## src/rtl/rmvs_pkg.sv

```systemverilog
// ----------------------------------------------------------------------------
// rmvs_pkg
// Types and constants of the rotated matrix view store.
// ----------------------------------------------------------------------------
package rmvs_pkg;

    localparam int COORD_W = 5;
    localparam int VALUE_W = 16;
    localparam int ANGLE_W = 18;
    localparam int SIZE_W  = 6;
    localparam int TURN_W  = 2;

    localparam logic [SIZE_W-1:0] SIZE_RESET = 6'd32;

    // quarter turns = angle / 90 via reciprocal: (a * ceil(2^25/90)) >> 25
    localparam int ANGLE_SHIFT = 25;
    localparam int PROD_W      = 37;
    localparam logic [PROD_W-1:0] ANGLE_RECIP = 37'd372828;

    typedef enum logic [1:0] {
        FN_LOAD   = 2'd0,
        FN_ROTATE = 2'd1,
        FN_QUERY  = 2'd2,
        FN_UPDATE = 2'd3
    } func_t;

    typedef enum logic [1:0] {
        ST_IDLE = 2'd0,
        ST_READ = 2'd1,
        ST_RESP = 2'd2
    } state_t;

    typedef struct packed {
        logic take_item;
        logic load_result;
    } cmd_t;

    typedef struct packed {
        logic is_query;
    } status_t;

    function automatic logic [TURN_W-1:0] quarter_count(input logic [ANGLE_W-1:0] angle);
        logic [PROD_W-1:0] prod;
        prod = PROD_W'(angle) * ANGLE_RECIP;
        return prod[ANGLE_SHIFT+TURN_W-1:ANGLE_SHIFT];
    endfunction

endpackage

```

## src/rtl/rmvs_ctrl.sv

```systemverilog
// ----------------------------------------------------------------------------
// rmvs_ctrl
// Request sequencer: accepts requests, steps queries through the RAM read
// and holds the response until it is taken.
// ----------------------------------------------------------------------------
module rmvs_ctrl (
    input  logic              aclk,
    input  logic              aresetn,
    input  logic              s_valid,
    output logic              s_ready,
    output logic              m_valid,
    input  logic              m_ready,
    input  rmvs_pkg::status_t status,
    output rmvs_pkg::cmd_t    cmd
);

    rmvs_pkg::state_t state_reg, state_next;

    always_ff @(posedge aclk) begin
        if (!aresetn) begin
            state_reg <= rmvs_pkg::ST_IDLE;
        end else begin
            state_reg <= state_next;
        end
    end

    always_comb begin
        state_next      = state_reg;
        s_ready         = 1'b0;
        m_valid         = 1'b0;
        cmd.take_item   = 1'b0;
        cmd.load_result = 1'b0;
        unique case (state_reg)
            rmvs_pkg::ST_IDLE: begin
                s_ready       = 1'b1;
                cmd.take_item = s_valid;
                if (s_valid && status.is_query) begin
                    state_next = rmvs_pkg::ST_READ;
                end
            end
            rmvs_pkg::ST_READ: begin
                cmd.load_result = 1'b1;
                state_next      = rmvs_pkg::ST_RESP;
            end
            rmvs_pkg::ST_RESP: begin
                m_valid       = 1'b1;
                s_ready       = m_ready;
                cmd.take_item = s_valid && m_ready;
                if (m_ready) begin
                    state_next = (s_valid && status.is_query) ? rmvs_pkg::ST_READ
                                                              : rmvs_pkg::ST_IDLE;
                end
            end
            default: begin
                state_next = rmvs_pkg::ST_IDLE;
            end
        endcase
    end

endmodule

```

## config.mk

```make
export PLATFORM = sky130hd
export DESIGN_NAME = rmvs_ctrl
export DESIGN_NICKNAME = d
export VERILOG_FILES = /design/src/rtl/rmvs_pkg.sv /design/src/rtl/rmvs_ctrl.sv
export SDC_FILE = /design/constraint.sdc
export NUM_CORES = 1
export LEC_CHECK = 0
export BUFFER_PORTS_ARGS = -buffer_cell sky130_fd_sc_hd__buf_2
export CAP_MARGIN = 15
export CELL_PAD_IN_SITES_DETAIL_PLACEMENT = 1
export CELL_PAD_IN_SITES_GLOBAL_PLACEMENT = 1
export CORE_AREA = 2 2 39 41
export DETAILED_ROUTE_END_ITERATION = 12
export DIE_AREA = 0 0 41 43
export PLACE_DENSITY = 0.42
export SLEW_MARGIN = 40
export SYNTH_ARGS = -nofsm -noshare
export SYNTH_HDL_FRONTEND = slang
export SYNTH_SLANG_ARGS = --single-unit
```

## constraint.sdc

```tcl
create_clock -name aclk -period 1.3 [get_ports aclk]
set_input_delay 0.26 -clock aclk [delete_from_list [all_inputs] [get_ports aclk]]
set_output_delay 0.26 -clock aclk [all_outputs]
set_load 0.005 [all_outputs]
```

==> impl_metrics.json <==
{
  "hold_viol": 0,
  "fillCellCount": 172,
  "vias": 127,
  "regArea_um2": 41.3,
  "grt_pass1_wl_um": 545,
  "start_util": 0.0913,
  "diodes": 0,
  "start_kind": "register",
  "cts_root_buffer": "clkbuf_4",
  "dieWidth_um": 41,
  "grt_usage": 0.0561,
  "max_clock_freq_mhz": 794,
  "grt_pass1_vias": 140,
  "portBuffers": 8,
  "cp_max_fo": 4,
  "fin_setup_tns_ns": 0,
  "clock_sinks": 2,
  "drc": 0,
  "area_growth_pct": 60.4,
  "synth_seq_cells": 2,
  "place_area_um2": 179,
  "synth_warnings": 0,
  "antenna_found_initial": 0,
  "worstPathRequired_ns": 1.04,
  "worst_ir_drop_vdd_mv": 0.315,
  "seq_area_frac_synth": 0.317,
  "status": "completed",
  "layout_setup_ws_ns": 0.0410,
  "hold_start": "aresetn",
  "layout_min_cycle_time_ns": 1.26,
  "cts.clk_slew.worst_paths_ns": 0.03,
  "final_util": 0.146,
  "final_common_cell": "buf_2",
  "place.gp.congestion": 0.611,
  "cts-htree-levels": 1,
  "drv_cap": 0,
  "grt_max_degree": 7,
  "antenna_violating_nets_post_route": 0,
  "rsz0062_at_grt": "yes",
  "final_cell_mix": "8 x buf_2, 3 x clkbuf_4, 2 x nor2b_4, 2 x nor3b_1",
  "p_per_area_mw_per_mm2": 1130,
  "dp_slack_ns": 0.250,
  "synth_top_area_share": 0.317,
  "multi_input_area_um2": 78.8,
  "clock_latency_ns": 0.22,
  "core_area_mm2": 0.00138,
  "largest_reg_flops": 2,
  "yosys.area.top_type": "dfxtp_1",
  "numCtsBuffers": 3,
  "holdWs_ns": 0.275,
  "leakagePower_nw": 0.0870,
  "worstPathArrival_ns": 1.00,
  "worstSetupEndpointType": "output port",
  "drt-pass1-iter-count": 1,
  "synth_nets": 17,
  "drv_slew": 0,
  "post-route-period-util": 0.968,
  "syn_area_um2": 126,
  "relSlewSlack": 0.854,
  "fp-row-count": 14,
  "io_pins": 9,
  "syn_avg_cell_area_um2": 10.5,
  "die_h_um": 43,
  "drtIter0Drc": 0,
  "fin_skew_ns": 0.00301,
  "reg2reg_from": "state_reg[0]",
  "grt_overflow": 0,
  "vias_per_cell": 3.34,
  "ys_types": 9,
  "wire_per_inst_um": 9.34,
  "post_cts_buffers": 0,
  "design_area_um2": 203,
  "layout.nets": 29,
  "clk_path_buf_depth": 2,
  "setup_viol": 0,
  "drive_above_1_share": 0.682,
  "crit_type": "register to output port",
  "startpoint": "state_reg[1]",
  "wirelength_um": 355,
  "ys_top_cells_by_area": "dfxtp_1 32%, nor2b_4 22%, nor3b_1 12%",
  "tritoncts": "done",
  "synthCells": 12,
  "hp-class": "input pin to register",
  "worstMarginPinSlew_ns": 0.219,
  "die_area_mm2": 0.00176
}
synth_stat cells:
library cell / n
dfxtp_1: 2
nor2b_4: 2
nor3b_1: 2
buf_4: 1
nand2_1: 1
nor2_1: 1
nor2b_1: 1
nor4b_2: 1
o21a_1: 1
final cells by class:
class	count	share of cell area
Sequential cell	2	0.204
Clock buffer	3	0.111
Tap cell	16	0.0988
Multi-Input combinational cell	9	0.389
Timing Repair Buffer	8	0.198
path summary, 6_finish.rpt:
| check | end | slack (ns) | cells past startpoint |
|---|---|---|---|
| worst max-delay path | cmd[1] | 0.04 | 3 |
| worst min-delay path | state_reg[1] | 0.28 | 2 |
| worst max register to register | state_reg[1] | 0.50 | 2 |
| worst min register to register | state_reg[0] | 0.55 | 1 |
what timing repair did:
item | CTS | global route
resized for setup | 1 | 0
gates cloned | 0 | 0
hold buffers | 0 | 0
endpoints found under the setup margin | 1 | 1
logic make-up (layout without fill, tap and decap cells):
| family | after synthesis | after routing | synth area share |
|---|---|---|---|
| AO/OA/AOI/OAI | 1 | 1 | 0.0594 |
| buffers and inverters | 1 | 11 | 0.0594 |
| flip-flops | 2 | 2 | 0.317 |
| AND/OR/NAND/NOR | 8 | 8 | 0.564 |
metal layers:
metal / up-vias / routed length (um) / global-route usage / share of wire
li1: 62 / - / - / -
met1: 57 / 175 / 0.0575 / 0.49
met2: 8 / 130 / 0.0500 / 0.37
met3: 0 / 49 / 0.0681 / 0.14
met4: 0 / 0 / 0.0600 / 0
met5: - / 0 / 0 / 0
where the power goes:
group          switching [mW]  leakage [nW]  internal [mW]  total (mW)
clock                  0.0319        0.0138          0.102       0.133
combinational          0.0114        0.0564         0.0165      0.0279
sequential            0.00375        0.0168         0.0646      0.0684
total                  0.0471        0.0870          0.183       0.230
metrics by stage:
stage          std cells  power (mW)
6_report              38       0.230
4_1_cts               38       0.240
5_1_grt               38       0.252
3_3_place_gp          35      0.0956
3_5_place_dp          35      0.0968
2_1_floorplan         12      0.0823
worst max-delay path, cell delays in order, from the launching register on:
cell and delay (ns):
dfxtp_2 0.33, nor2b_4 0.14, nor3b_1 0.17, buf_2 0.14
Power figures use the tool's default switching activity.
